`config.mk`:
```
export PLATFORM = sky130hd
export DESIGN_NAME = sha1_hash_engine_top_flat
export DESIGN_NICKNAME = d
export VERILOG_FILES = /design/src/rtl/core/sha1_pkg.sv /design/src/rtl/core/sha1_in_if.sv /design/src/rtl/core/sha1_out_if.sv /design/src/rtl/core/sha1_ram.sv /design/src/rtl/core/sha1_round.sv /design/src/rtl/core/sha1_ctrl.sv /design/src/rtl/core/sha1_hash_engine_top.sv /design/src/flat_wrapper.sv
export VERILOG_INCLUDE_DIRS = /design/src /design/src/rtl/core
export SDC_FILE = /design/constraint.sdc
export NUM_CORES = 2
export LEC_CHECK = 0
export BUFFER_PORTS_ARGS = -buffer_cell sky130_fd_sc_hd__buf_2
export CORE_MARGIN = 8
export CORE_UTILIZATION = 60
export CTS_BUF_LIST = sky130_fd_sc_hd__clkbuf_4 sky130_fd_sc_hd__clkbuf_8
export CTS_CLUSTER_DIAMETER = 40
export DETAILED_ROUTE_END_ITERATION = 16
export PLACE_DENSITY = 0.76
export SYNTH_ARGS = -nofsm -noshare
export SYNTH_HDL_FRONTEND = slang
export SYNTH_SLANG_ARGS = --single-unit
```
`constraint.sdc`:
```
create_clock -name clk -period 9.35 [get_ports clk]
set_input_delay 1.87 -clock clk [delete_from_list [all_inputs] [get_ports clk]]
set_output_delay 1.87 -clock clk [all_outputs]
set_load 0.01 [all_outputs]
```
`src/rtl/core/assert_macros.svh`:
```
// assertion macros of the sha1 engine rtl, used in sha1_ctrl
`ifndef ASSERT_MACROS_SVH
`define ASSERT_MACROS_SVH
`ifndef ASSERT_OFF
`define SHA_ASSERT(lbl, clk, rst_n, prop) \
  lbl: assert property (@(posedge clk) disable iff (!rst_n) prop) \
    else $error("sha1 engine assertion failed");
`define SHA_ASSERT_NEXT(lbl, clk, rst_n, ante, cons) \
  lbl: assert property (@(posedge clk) disable iff (!rst_n) (ante) |=> (cons)) \
    else $error("sha1 engine assertion failed");
`else
`define SHA_ASSERT(lbl, clk, rst_n, prop)
`define SHA_ASSERT_NEXT(lbl, clk, rst_n, ante, cons)
`endif
`endif

```
`src/rtl/core/sha1_pkg.sv`:
```
// types, constants and helpers of the sha1 engine
`timescale 1ns / 1ps
package sha1_pkg;

  typedef logic [31:0] word_t;
  typedef logic [4:0][31:0] chain_t;

  // control from the sequencer to the round datapath
  typedef struct packed {
    logic       load;
    logic       step;
    logic       fin;
    logic       iv;
    logic [6:0] rnd;
  } rnd_ctl_t;

  // initial vector, element 0 is word a
  localparam chain_t IV = {32'hC3D2E1F0, 32'h10325476, 32'h98BADCFE,
                           32'hEFCDAB89, 32'h67452301};

  localparam word_t K0 = 32'h5A827999;
  localparam word_t K1 = 32'h6ED9EBA1;
  localparam word_t K2 = 32'h8F1BBCDC;
  localparam word_t K3 = 32'hCA62C1D6;

  // round boundaries
  localparam logic [6:0] RND_F1      = 7'd20;
  localparam logic [6:0] RND_F2      = 7'd40;
  localparam logic [6:0] RND_F3      = 7'd60;
  localparam logic [6:0] RND_LAST    = 7'd79;
  localparam logic [6:0] SCHED_WORDS = 7'd16;

  // schedule memory geometry and read offsets
  localparam int         SCHED_DEPTH = 16;
  localparam int         SCHED_AW    = 4;
  localparam logic [3:0] OFS_M14     = 4'd2;
  localparam logic [3:0] OFS_M3      = 4'd13;
  localparam logic [3:0] OFS_M8      = 4'd8;
  localparam logic [3:0] OFS_NEXT    = 4'd1;
  localparam logic [3:0] OFS_NEXT_M14 = 4'd3;

  // byte stream and padding
  localparam logic [7:0]  PAD_MARK      = 8'h80;
  localparam logic [7:0]  PAD_ZERO      = 8'h00;
  localparam logic [5:0]  LEN_POS       = 6'd56;
  localparam logic [5:0]  FILL_LAST     = 6'd63;
  localparam logic [1:0]  WORD_LAST     = 2'd3;
  localparam logic [63:0] BITS_PER_BYTE = 64'd8;
  localparam logic [2:0]  LAST_IDX      = 3'd4;

  function automatic word_t rotl(input word_t x, input int n);
    rotl = (x << n) | (x >> (32 - n));
  endfunction

endpackage

```
`src/rtl/core/sha1_in_if.sv`:
```
// message byte channel
`timescale 1ns / 1ps
interface sha1_in_if;
  logic       valid;
  logic       ready;
  logic [7:0] data_byte;
  logic       byte_present;
  logic       last;

  modport source (output valid, data_byte, byte_present, last, input ready);
  modport sink   (input valid, data_byte, byte_present, last, output ready);
endinterface

```
`src/rtl/core/sha1_out_if.sv`:
```
// digest word channel
`timescale 1ns / 1ps
interface sha1_out_if;
  logic        valid;
  logic        ready;
  logic [31:0] digest_word;
  logic [2:0]  word_index;
  logic        final_word;

  modport source (output valid, digest_word, word_index, final_word, input ready);
  modport sink   (input valid, digest_word, word_index, final_word, output ready);
endinterface

```
`src/rtl/core/sha1_ram.sv`:
```
// generic ram, one write port and two registered read ports
`timescale 1ns / 1ps
module sha1_ram #(
  parameter int WIDTH = 32,
  parameter int DEPTH = 16
) (
  input  logic                     clk,
  input  logic                     we,
  input  logic [$clog2(DEPTH)-1:0] waddr,
  input  logic [WIDTH-1:0]         wdata,
  input  logic [$clog2(DEPTH)-1:0] ra_addr,
  input  logic [$clog2(DEPTH)-1:0] rb_addr,
  output logic [WIDTH-1:0]         ra_data,
  output logic [WIDTH-1:0]         rb_data
);

  logic [WIDTH-1:0] mem [DEPTH];

  // write and registered reads
  always_ff @(posedge clk) begin
    if (we) begin
      mem[waddr] <= wdata;
    end
    ra_data <= mem[ra_addr];
    rb_data <= mem[rb_addr];
  end

endmodule

```
`src/rtl/core/sha1_round.sv`:
```
// sha1 round datapath: working words a..e and chaining words
`timescale 1ns / 1ps
module sha1_round (
  input  logic              clk,
  input  logic              rst_n,
  input  sha1_pkg::rnd_ctl_t ctl,
  input  sha1_pkg::word_t   w,
  output sha1_pkg::chain_t  chain
);

  sha1_pkg::chain_t chain_r;
  sha1_pkg::chain_t work_r;
  sha1_pkg::word_t  f;
  sha1_pkg::word_t  k;
  sha1_pkg::word_t  t;

  assign chain = chain_r;

  // round function and constant by round group
  always_comb begin
    if (ctl.rnd < sha1_pkg::RND_F1) begin
      f = (work_r[1] & work_r[2]) | (~work_r[1] & work_r[3]);
      k = sha1_pkg::K0;
    end else if (ctl.rnd < sha1_pkg::RND_F2) begin
      f = work_r[1] ^ work_r[2] ^ work_r[3];
      k = sha1_pkg::K1;
    end else if (ctl.rnd < sha1_pkg::RND_F3) begin
      f = (work_r[1] & work_r[2]) | (work_r[1] & work_r[3]) | (work_r[2] & work_r[3]);
      k = sha1_pkg::K2;
    end else begin
      f = work_r[1] ^ work_r[2] ^ work_r[3];
      k = sha1_pkg::K3;
    end
    t = sha1_pkg::rotl(work_r[0], 5) + f + work_r[4] + k + w;
  end

  // chaining words
  always_ff @(posedge clk) begin
    if (!rst_n) begin
      chain_r <= sha1_pkg::IV;
    end else if (ctl.iv) begin
      chain_r <= sha1_pkg::IV;
    end else if (ctl.fin) begin
      for (int i = 0; i < 5; i++) begin
        chain_r[i] <= chain_r[i] + work_r[i];
      end
    end
  end

  // working words
  always_ff @(posedge clk) begin
    if (ctl.load) begin
      work_r <= chain_r;
    end else if (ctl.step) begin
      work_r[0] <= t;
      work_r[1] <= work_r[0];
      work_r[2] <= sha1_pkg::rotl(work_r[1], 30);
      work_r[3] <= work_r[2];
      work_r[4] <= work_r[3];
    end
  end

endmodule

```
`src/rtl/core/sha1_ctrl.sv`:
```
// byte intake, padding, schedule memory sequencing and digest output
`timescale 1ns / 1ps
`include "assert_macros.svh"
module sha1_ctrl (
  input  logic                clk,
  input  logic                rst_n,
  sha1_in_if.sink             in_ch,
  sha1_out_if.source          out_ch,
  input  sha1_pkg::chain_t    chain,
  output sha1_pkg::rnd_ctl_t  rctl,
  output sha1_pkg::word_t     w_cur
);

  typedef enum logic [2:0] {
    S_LOAD,
    S_PAD,
    S_RND,
    S_FIN,
    S_DONE
  } state_t;

  state_t           state_r, state_nxt;
  logic [5:0]       fill_r, fill_nxt;
  logic [63:0]      bitlen_r, bitlen_nxt;
  logic             pad_act_r, pad_act_nxt;
  logic             pad_first_r, pad_first_nxt;
  logic             extra_r, extra_nxt;
  logic             pad_done_r, pad_done_nxt;
  logic [6:0]       rnd_r, rnd_nxt;
  logic             phase_r, phase_nxt;
  logic             out_busy_r, out_busy_nxt;
  logic [2:0]       out_idx_r, out_idx_nxt;

  logic [23:0]      pack_r;
  logic [63:0]      len_r;
  sha1_pkg::word_t  w0_r;
  sha1_pkg::word_t  x_r;
  sha1_pkg::chain_t dig_r;

  logic             in_fire;
  logic             in_last;
  logic             out_fire;
  logic             push_en;
  logic [7:0]       push_byte;
  logic             blk_done;
  logic [2:0]       len_sel;
  logic [7:0]       len_byte;

  logic                          sched_we;
  logic [sha1_pkg::SCHED_AW-1:0] sched_waddr;
  sha1_pkg::word_t               sched_wdata;
  logic [sha1_pkg::SCHED_AW-1:0] ra_addr;
  logic [sha1_pkg::SCHED_AW-1:0] rb_addr;
  sha1_pkg::word_t               ra_data;
  sha1_pkg::word_t               rb_data;

  // handshakes
  assign in_ch.ready = (state_r == S_LOAD);
  assign in_fire     = in_ch.valid & in_ch.ready;
  assign in_last     = in_ch.last;
  assign out_fire    = out_ch.valid & out_ch.ready;

  // digest beats
  assign out_ch.valid       = out_busy_r;
  assign out_ch.digest_word = dig_r[out_idx_r];
  assign out_ch.word_index  = out_idx_r;
  assign out_ch.final_word  = (out_idx_r == sha1_pkg::LAST_IDX);

  // padding byte: marker, zeros, then big-endian bit length
  assign len_sel  = 3'd7 - fill_r[2:0];
  assign len_byte = len_r[{len_sel, 3'b000} +: 8];

  always_comb begin
    push_en   = 1'b0;
    push_byte = sha1_pkg::PAD_ZERO;
    if (state_r == S_LOAD) begin
      push_en   = in_fire & in_ch.byte_present;
      push_byte = in_ch.data_byte;
    end else if (state_r == S_PAD) begin
      push_en = 1'b1;
      if (pad_first_r) begin
        push_byte = sha1_pkg::PAD_MARK;
      end else if (fill_r >= sha1_pkg::LEN_POS && !extra_r) begin
        push_byte = len_byte;
      end
    end
  end

  assign blk_done = push_en && (fill_r == sha1_pkg::FILL_LAST);

  // schedule word for the current round
  assign w_cur = (rnd_r < sha1_pkg::SCHED_WORDS) ? w0_r :
                 sha1_pkg::rotl(x_r ^ ra_data ^ rb_data, 1);

  // schedule memory port selection
  always_comb begin
    if (state_r == S_RND && phase_r) begin
      sched_we    = 1'b1;
      sched_waddr = rnd_r[sha1_pkg::SCHED_AW-1:0];
      sched_wdata = w_cur;
    end else begin
      sched_we    = push_en && (fill_r[1:0] == sha1_pkg::WORD_LAST);
      sched_waddr = fill_r[5:2];
      sched_wdata = {pack_r, push_byte};
    end
    if (state_r == S_RND && !phase_r) begin
      ra_addr = rnd_r[sha1_pkg::SCHED_AW-1:0] + sha1_pkg::OFS_M3;
      rb_addr = rnd_r[sha1_pkg::SCHED_AW-1:0] + sha1_pkg::OFS_M8;
    end else if (state_r == S_RND) begin
      ra_addr = rnd_r[sha1_pkg::SCHED_AW-1:0] + sha1_pkg::OFS_NEXT;
      rb_addr = rnd_r[sha1_pkg::SCHED_AW-1:0] + sha1_pkg::OFS_NEXT_M14;
    end else begin
      ra_addr = '0;
      rb_addr = sha1_pkg::OFS_M14;
    end
  end

  sha1_ram #(
    .WIDTH (32),
    .DEPTH (sha1_pkg::SCHED_DEPTH)
  ) u_sched_ram (
    .clk     (clk),
    .we      (sched_we),
    .waddr   (sched_waddr),
    .wdata   (sched_wdata),
    .ra_addr (ra_addr),
    .rb_addr (rb_addr),
    .ra_data (ra_data),
    .rb_data (rb_data)
  );

  // sequencer next state
  always_comb begin
    state_nxt     = state_r;
    fill_nxt      = fill_r;
    bitlen_nxt    = bitlen_r;
    pad_act_nxt   = pad_act_r;
    pad_first_nxt = pad_first_r;
    extra_nxt     = extra_r;
    pad_done_nxt  = pad_done_r;
    rnd_nxt       = rnd_r;
    phase_nxt     = phase_r;
    out_busy_nxt  = out_busy_r;
    out_idx_nxt   = out_idx_r;
    rctl          = '0;
    rctl.rnd      = rnd_r;

    if (push_en) begin
      fill_nxt = fill_r + 6'd1;
    end

    unique case (state_r)
      S_LOAD: begin
        if (in_fire) begin
          if (in_ch.byte_present) begin
            bitlen_nxt = bitlen_r + sha1_pkg::BITS_PER_BYTE;
          end
          if (in_last) begin
            pad_act_nxt   = 1'b1;
            pad_first_nxt = 1'b1;
            extra_nxt     = 1'b0;
            pad_done_nxt  = 1'b0;
          end
          if (blk_done) begin
            state_nxt = S_RND;
            rnd_nxt   = '0;
            phase_nxt = 1'b0;
            rctl.load = 1'b1;
          end else if (in_last) begin
            state_nxt = S_PAD;
          end
        end
      end
      S_PAD: begin
        pad_first_nxt = 1'b0;
        if (pad_first_r) begin
          extra_nxt = (fill_r >= sha1_pkg::LEN_POS);
        end
        if (blk_done) begin
          extra_nxt    = 1'b0;
          pad_done_nxt = !extra_r && !pad_first_r;
          state_nxt    = S_RND;
          rnd_nxt      = '0;
          phase_nxt    = 1'b0;
          rctl.load    = 1'b1;
        end
      end
      S_RND: begin
        phase_nxt = !phase_r;
        if (phase_r) begin
          rctl.step = 1'b1;
          rnd_nxt   = rnd_r + 7'd1;
          if (rnd_r == sha1_pkg::RND_LAST) begin
            state_nxt = S_FIN;
          end
        end
      end
      S_FIN: begin
        rctl.fin = 1'b1;
        if (pad_done_r) begin
          state_nxt = S_DONE;
        end else if (pad_act_r) begin
          state_nxt = S_PAD;
        end else begin
          state_nxt = S_LOAD;
        end
      end
      S_DONE: begin
        if (!out_busy_r) begin
          rctl.iv       = 1'b1;
          out_busy_nxt  = 1'b1;
          out_idx_nxt   = '0;
          bitlen_nxt    = '0;
          pad_act_nxt   = 1'b0;
          pad_first_nxt = 1'b0;
          extra_nxt     = 1'b0;
          pad_done_nxt  = 1'b0;
          state_nxt     = S_LOAD;
        end
      end
      default: begin
        state_nxt = S_LOAD;
      end
    endcase

    // digest beats drain independently of the sequencer
    if (out_fire) begin
      if (out_idx_r == sha1_pkg::LAST_IDX) begin
        out_busy_nxt = 1'b0;
      end else begin
        out_idx_nxt = out_idx_r + 3'd1;
      end
    end
  end

  // control state
  always_ff @(posedge clk) begin
    if (!rst_n) begin
      state_r     <= S_LOAD;
      fill_r      <= '0;
      bitlen_r    <= '0;
      pad_act_r   <= 1'b0;
      pad_first_r <= 1'b0;
      extra_r     <= 1'b0;
      pad_done_r  <= 1'b0;
      rnd_r       <= '0;
      phase_r     <= 1'b0;
      out_busy_r  <= 1'b0;
      out_idx_r   <= '0;
    end else begin
      state_r     <= state_nxt;
      fill_r      <= fill_nxt;
      bitlen_r    <= bitlen_nxt;
      pad_act_r   <= pad_act_nxt;
      pad_first_r <= pad_first_nxt;
      extra_r     <= extra_nxt;
      pad_done_r  <= pad_done_nxt;
      rnd_r       <= rnd_nxt;
      phase_r     <= phase_nxt;
      out_busy_r  <= out_busy_nxt;
      out_idx_r   <= out_idx_nxt;
    end
  end

  // payload registers
  always_ff @(posedge clk) begin
    if (push_en) begin
      pack_r <= {pack_r[15:0], push_byte};
    end
    if (state_r == S_LOAD && in_fire && in_last) begin
      len_r <= bitlen_nxt;
    end
    if (state_r == S_RND && !phase_r) begin
      w0_r <= ra_data;
      x_r  <= ra_data ^ rb_data;
    end
    if (state_r == S_DONE && !out_busy_r) begin
      dig_r <= chain;
    end
  end

  // checks
  `SHA_ASSERT(a_rnd_block_aligned, clk, rst_n, $rose(state_r == S_RND) |-> (fill_r == 6'd0))
  `SHA_ASSERT_NEXT(a_last_starts_pad, clk, rst_n, in_fire && in_last, pad_act_r)
  `SHA_ASSERT(a_done_after_pad, clk, rst_n, pad_done_r |-> (pad_act_r && !pad_first_r))
  `SHA_ASSERT_NEXT(a_final_beat_frees, clk, rst_n, out_fire && out_ch.final_word, !out_busy_r)

endmodule

```
`src/rtl/core/sha1_hash_engine_top.sv`:
```
// top level of the sha1 hash engine
`timescale 1ns / 1ps
// SHA-1 engine taking one message byte per beat on in_ch and returning the
// 160-bit digest as five 32-bit beats on out_ch, most significant word first,
// after a beat with last set (byte_present may be 0 for an empty finish).
// The 64th byte of a block starts the compression, which holds in_ch off
// through 80 rounds, each split into a phase that reads two schedule words
// and a phase that reads two more and writes one, since the schedule memory
// gives two reads a cycle while a round needs four earlier schedule words,
// and then through S_FIN, which folds the round result into the chaining
// words. On last the engine pads on its own, one byte a cycle, through one
// or two more compressions, then moves the digest into the output buffer in
// S_DONE; the next message can stream in while the five digest beats drain,
// and a later digest waits only if that buffer is still busy.
module sha1_hash_engine_top (
  input  logic       clk,
  input  logic       rst_n,
  sha1_in_if.sink    in_ch,
  sha1_out_if.source out_ch
);

  sha1_pkg::rnd_ctl_t rctl;
  sha1_pkg::word_t    w_cur;
  sha1_pkg::chain_t   chain;

  sha1_ctrl u_ctrl (
    .clk    (clk),
    .rst_n  (rst_n),
    .in_ch  (in_ch),
    .out_ch (out_ch),
    .chain  (chain),
    .rctl   (rctl),
    .w_cur  (w_cur)
  );

  sha1_round u_round (
    .clk   (clk),
    .rst_n (rst_n),
    .ctl   (rctl),
    .w     (w_cur),
    .chain (chain)
  );

endmodule

```
`src/flat_wrapper.sv`:
```
// flat-port wrapper written by rule: the top's interface ports become plain ports
module sha1_hash_engine_top_flat 
  (clk, rst_n, in_ch_valid, in_ch_data_byte, in_ch_byte_present, in_ch_last, in_ch_ready, out_ch_valid, out_ch_digest_word, out_ch_word_index, out_ch_final_word, out_ch_ready);
  sha1_in_if in_ch_i ();
  sha1_out_if out_ch_i ();
  input  logic clk;
  input  logic rst_n;
  input wire logic [$bits(in_ch_i.valid)-1:0] in_ch_valid;
  input wire logic [$bits(in_ch_i.data_byte)-1:0] in_ch_data_byte;
  input wire logic [$bits(in_ch_i.byte_present)-1:0] in_ch_byte_present;
  input wire logic [$bits(in_ch_i.last)-1:0] in_ch_last;
  output wire logic [$bits(in_ch_i.ready)-1:0] in_ch_ready;
  output wire logic [$bits(out_ch_i.valid)-1:0] out_ch_valid;
  output wire logic [$bits(out_ch_i.digest_word)-1:0] out_ch_digest_word;
  output wire logic [$bits(out_ch_i.word_index)-1:0] out_ch_word_index;
  output wire logic [$bits(out_ch_i.final_word)-1:0] out_ch_final_word;
  input wire logic [$bits(out_ch_i.ready)-1:0] out_ch_ready;
  assign in_ch_i.valid = in_ch_valid;
  assign in_ch_i.data_byte = in_ch_data_byte;
  assign in_ch_i.byte_present = in_ch_byte_present;
  assign in_ch_i.last = in_ch_last;
  assign in_ch_ready = in_ch_i.ready;
  assign out_ch_valid = out_ch_i.valid;
  assign out_ch_digest_word = out_ch_i.digest_word;
  assign out_ch_word_index = out_ch_i.word_index;
  assign out_ch_final_word = out_ch_i.final_word;
  assign out_ch_i.ready = out_ch_ready;
  sha1_hash_engine_top u_core (.clk(clk), .rst_n(rst_n), .in_ch(in_ch_i), .out_ch(out_ch_i));
endmodule
```
==> run metrics <==
RSZ-0062 raised after global routing=no; first-pass GRT wire length=296000 um; share of the clock period used by the worst path=85.0%; vias in the first global route=50719; Pre-antenna DRT Iters=6; layout cells sized above 1=9.39%; Die Area=0.124 sq mm; Syn Nets=6750; Detailed Route WL=194000 um; chip height=352 um; # nets final=6699; reg-to-reg setup timing slack=1410 ps; post-cts repair resize count=0; Area Growth Syn to Fin=9.26%; Via density=6.51; initial antenna violation count=4; startpoint class of the critical path=flip-flop; Power per Cell Area=160 mW/mm^2; gr usage total=30.8%; Crit Path Max Fanout=35; #FFs+latches synth=1297; top_reg_cell synth=edfxtp_1; clk root buf=clkbuf_8; deepest clock path buffer count=3; arrival time worst endpoint=8550 ps; final setup violation count=0; outcome=finished clean; Worst-path clk slew=60 ps; Max-Cap Viols=0; number of CTS-inserted buffers=214; clk_lat worst skew=910 ps; largest net degree at the start of global routing=215; Reg2Reg Launch Point=u_core.u_ctrl.rnd_r[3]; WL/cell=24.2 um; die width=352 um; Fin. Hold Viols=0; unique cell type count in the Yosys netlist=75; worst r2r dst=u_core.u_round.work_r[30]; hold crit path type=flip-flop to flip-flop; Worst Skew=49.4 ps; Residual DRC=0; met2 wire len=90900 um; ys async rst share=0%; Worst-Margin Slew=1390 ps; Hold Slack=446 ps; synth warn=0; Mapped Avg Cell Area=10.6 sq um; Crit Path Category=flip-flop to flip-flop; WL met3=20100 um; Crit. Startpoint=u_core.u_ctrl.rnd_r[3]; H-tree depth=4; DP Worst Slack=1560 ps; CTS Hold Buffers Added=0; post-route worst setup slack=1410 ps; Synth Cell Area=0.0677 sq mm; Routed Antenna Nets=0; total grt overflow=0; RD Place Congestion=0.917; crit end category=flip-flop; initial DRC count=5906; TritonCTS clock tree=yes; leakage power=27.5 nW; Slew Limit Headroom=6.41%; uppermost layer routed=met5; sequential-to-total area share from yosys stat=52.9%; Worst R2R Path Depth=23; CTS sink count=1297; WP data required=9960 ps; Max Transition Viols Final=0; # Post-CTS Setup Buffers=0; io pins=52; row count=123; Period minus WS final=7940 ps; setup_tns=0 ps; Initial Util=60.3%; Worst Setup EP=u_core.u_round.work_r[30]; total core area=0.112 sq mm; M1 wire length=74300 um; Post-synth EDFFs=984; Via Count=52280; DP HPWL=120000 um; IO buf count=51; fmax=126 MHz; Cells after Synth=6385; Peak VDD IR=132 uV
-- worst min path at each step --
| stage | startpoint | endpoint | slack (ps) | cells past startpoint |
|---|---|---|---|---|
| detailed placement | u_core.u_ctrl.pack_r[8] | u_core.u_ctrl.pack_r[16] | 430 | 0 |
| finish | u_core.u_ctrl.u_sched_ram.ra_data[22] | u_core.u_ctrl.w0_r[22] | 450 | 0 |
| CTS | u_core.u_ctrl.pack_r[8] | u_core.u_ctrl.pack_r[16] | 450 | 0 |
| floorplan | u_core.u_ctrl.pack_r[2] | u_core.u_ctrl.pack_r[10] | 420 | 0 |
| global placement | u_core.u_ctrl.pack_r[8] | u_core.u_ctrl.pack_r[16] | 430 | 0 |
| global route | u_core.u_ctrl.pack_r[5] | u_core.u_ctrl.pack_r[13] | 450 | 0 |
-- cell usage after synthesis, types with 40 or more instances --
master    number  area share, %
a211oi_1     346            3.8
a21o_1        90            1.0
a21oi_1      446            3.3
a311oi_1     128            1.7
a31oi_1      151            1.4
and2_1        82           0.76
and3_1       170            1.6
buf_1         40           0.22
clkbuf_1     364            2.0
dfxtp_1      313            9.3
edfxtp_1     984             44
fa_1         125            3.7
ha_1         226            4.2
inv_1        112           0.62
mux2i_1      103            1.5
nand2_1     1199            6.7
nand2b_1      42           0.39
nand3_1       69           0.51
nor2_1       249            1.4
nor2b_1      189            1.7
nor3_1        45           0.33
o211ai_1      66           0.73
o21ai_0      245            1.8
xnor2_1      126            1.6
xor2_1       109            1.4
-- layout by cell type (no fill, tap or decap), types with 35 or more instances in the layout --
cell type	count
a211oi_1	346
a21o_1	90
a21oi_1	446
a311oi_1	128
a31oi_1	151
and2_1	79
and3_1	170
buf_2	51
buf_4	83
clkbuf_4	72
clkbuf_8	240
clkinv_1	45
dfxtp_1	311
edfxtp_1	984
fa_1	125
ha_1	226
inv_1	111
mux2i_1	103
nand2_1	1191
nand2b_1	41
nand3_1	69
nor2_1	229
nor2b_1	187
nor3_1	43
o211ai_1	66
o21ai_0	244
o22ai_1	35
xnor2_1	126
xor2_1	109
-- state kept, by name (all words and copies together), names as in the netlist, 64 cells and up --
register,cells
u_core.u_round.work_r,160
u_core.u_ctrl.bitlen_r,64
u_core.u_ctrl.dig_r,160
u_core.u_ctrl.u_sched_ram.mem,512
u_core.u_ctrl.len_r,64
u_core.u_round.chain,160
-- cell families after synthesis --
kind of cell | Yosys count | synth area share (%)
multiplexers | 151 | 2.64
XOR/XNOR | 235 | 3.04
AO/OA/AOI/OAI | 1689 | 16.3
flip-flops | 1297 | 52.9
buffers and inverters | 519 | 2.88
adder cells (fa/ha/maj) | 351 | 7.88
AND/OR/NAND/NOR | 2143 | 14.4
-- through the flow --
step	area, sq um	instances	power (mW)	utilization [%]
after floorplan	67700	6385	6.48	-
after global placement	69300	7618	6.57	61.7
after CTS	73900	8026	11.8	65.9
after global routing	73900	8029	12.1	65.9
final	73900	8029	11.8	65.9
after detailed placement	69300	7618	6.57	61.7
-- power breakdown --
part	total [mW]	switching, mW	leakage [nW]	internal, mW
sequential	6.23	0.0140	11.5	6.22
combinational	0.225	0.167	13.6	0.0579
clock	5.35	2.38	2.43	2.97
-- critical path: stages, from the launching register on --
cell      delay, ps
dfxtp_1         460
a41oi_1         750
inv_1           370
nor2_1          310
clkinv_1        370
nand2_1         150
buf_4           360
o21ai_0         190
fa_1            560
inv_1            60
fa_1            510
fa_1            500
ha_1            350
o21ai_0         140
o21a_1          220
o31ai_1         350
a21oi_1         190
o211a_1         260
o31ai_1         600
nand3_1         220
a31oi_1         300
a31o_2          210
xnor2_1         100
o21ai_0          90
-- final cells by class --
type	count	area [sq um]
Antenna cell	3	7.51
Clock buffer	312	3840
Clock inverter	96	825
Fill cell	8463	38300
Inverter	114	434
Multi-Input combinational cell	4569	30200
Sequential cell	1297	35800
Tap cell	1500	1880
Timing Repair Buffer	138	958
-- layer usage --
metal  vias to the layer above  track usage (%)
li1                      23436                -
met2                      2977             49.7
met5                         -                0
met4                         2             14.4
met3                       609             5.76
met1                     25256             40.4
Note: power is estimated with default switching activity, not from simulation.
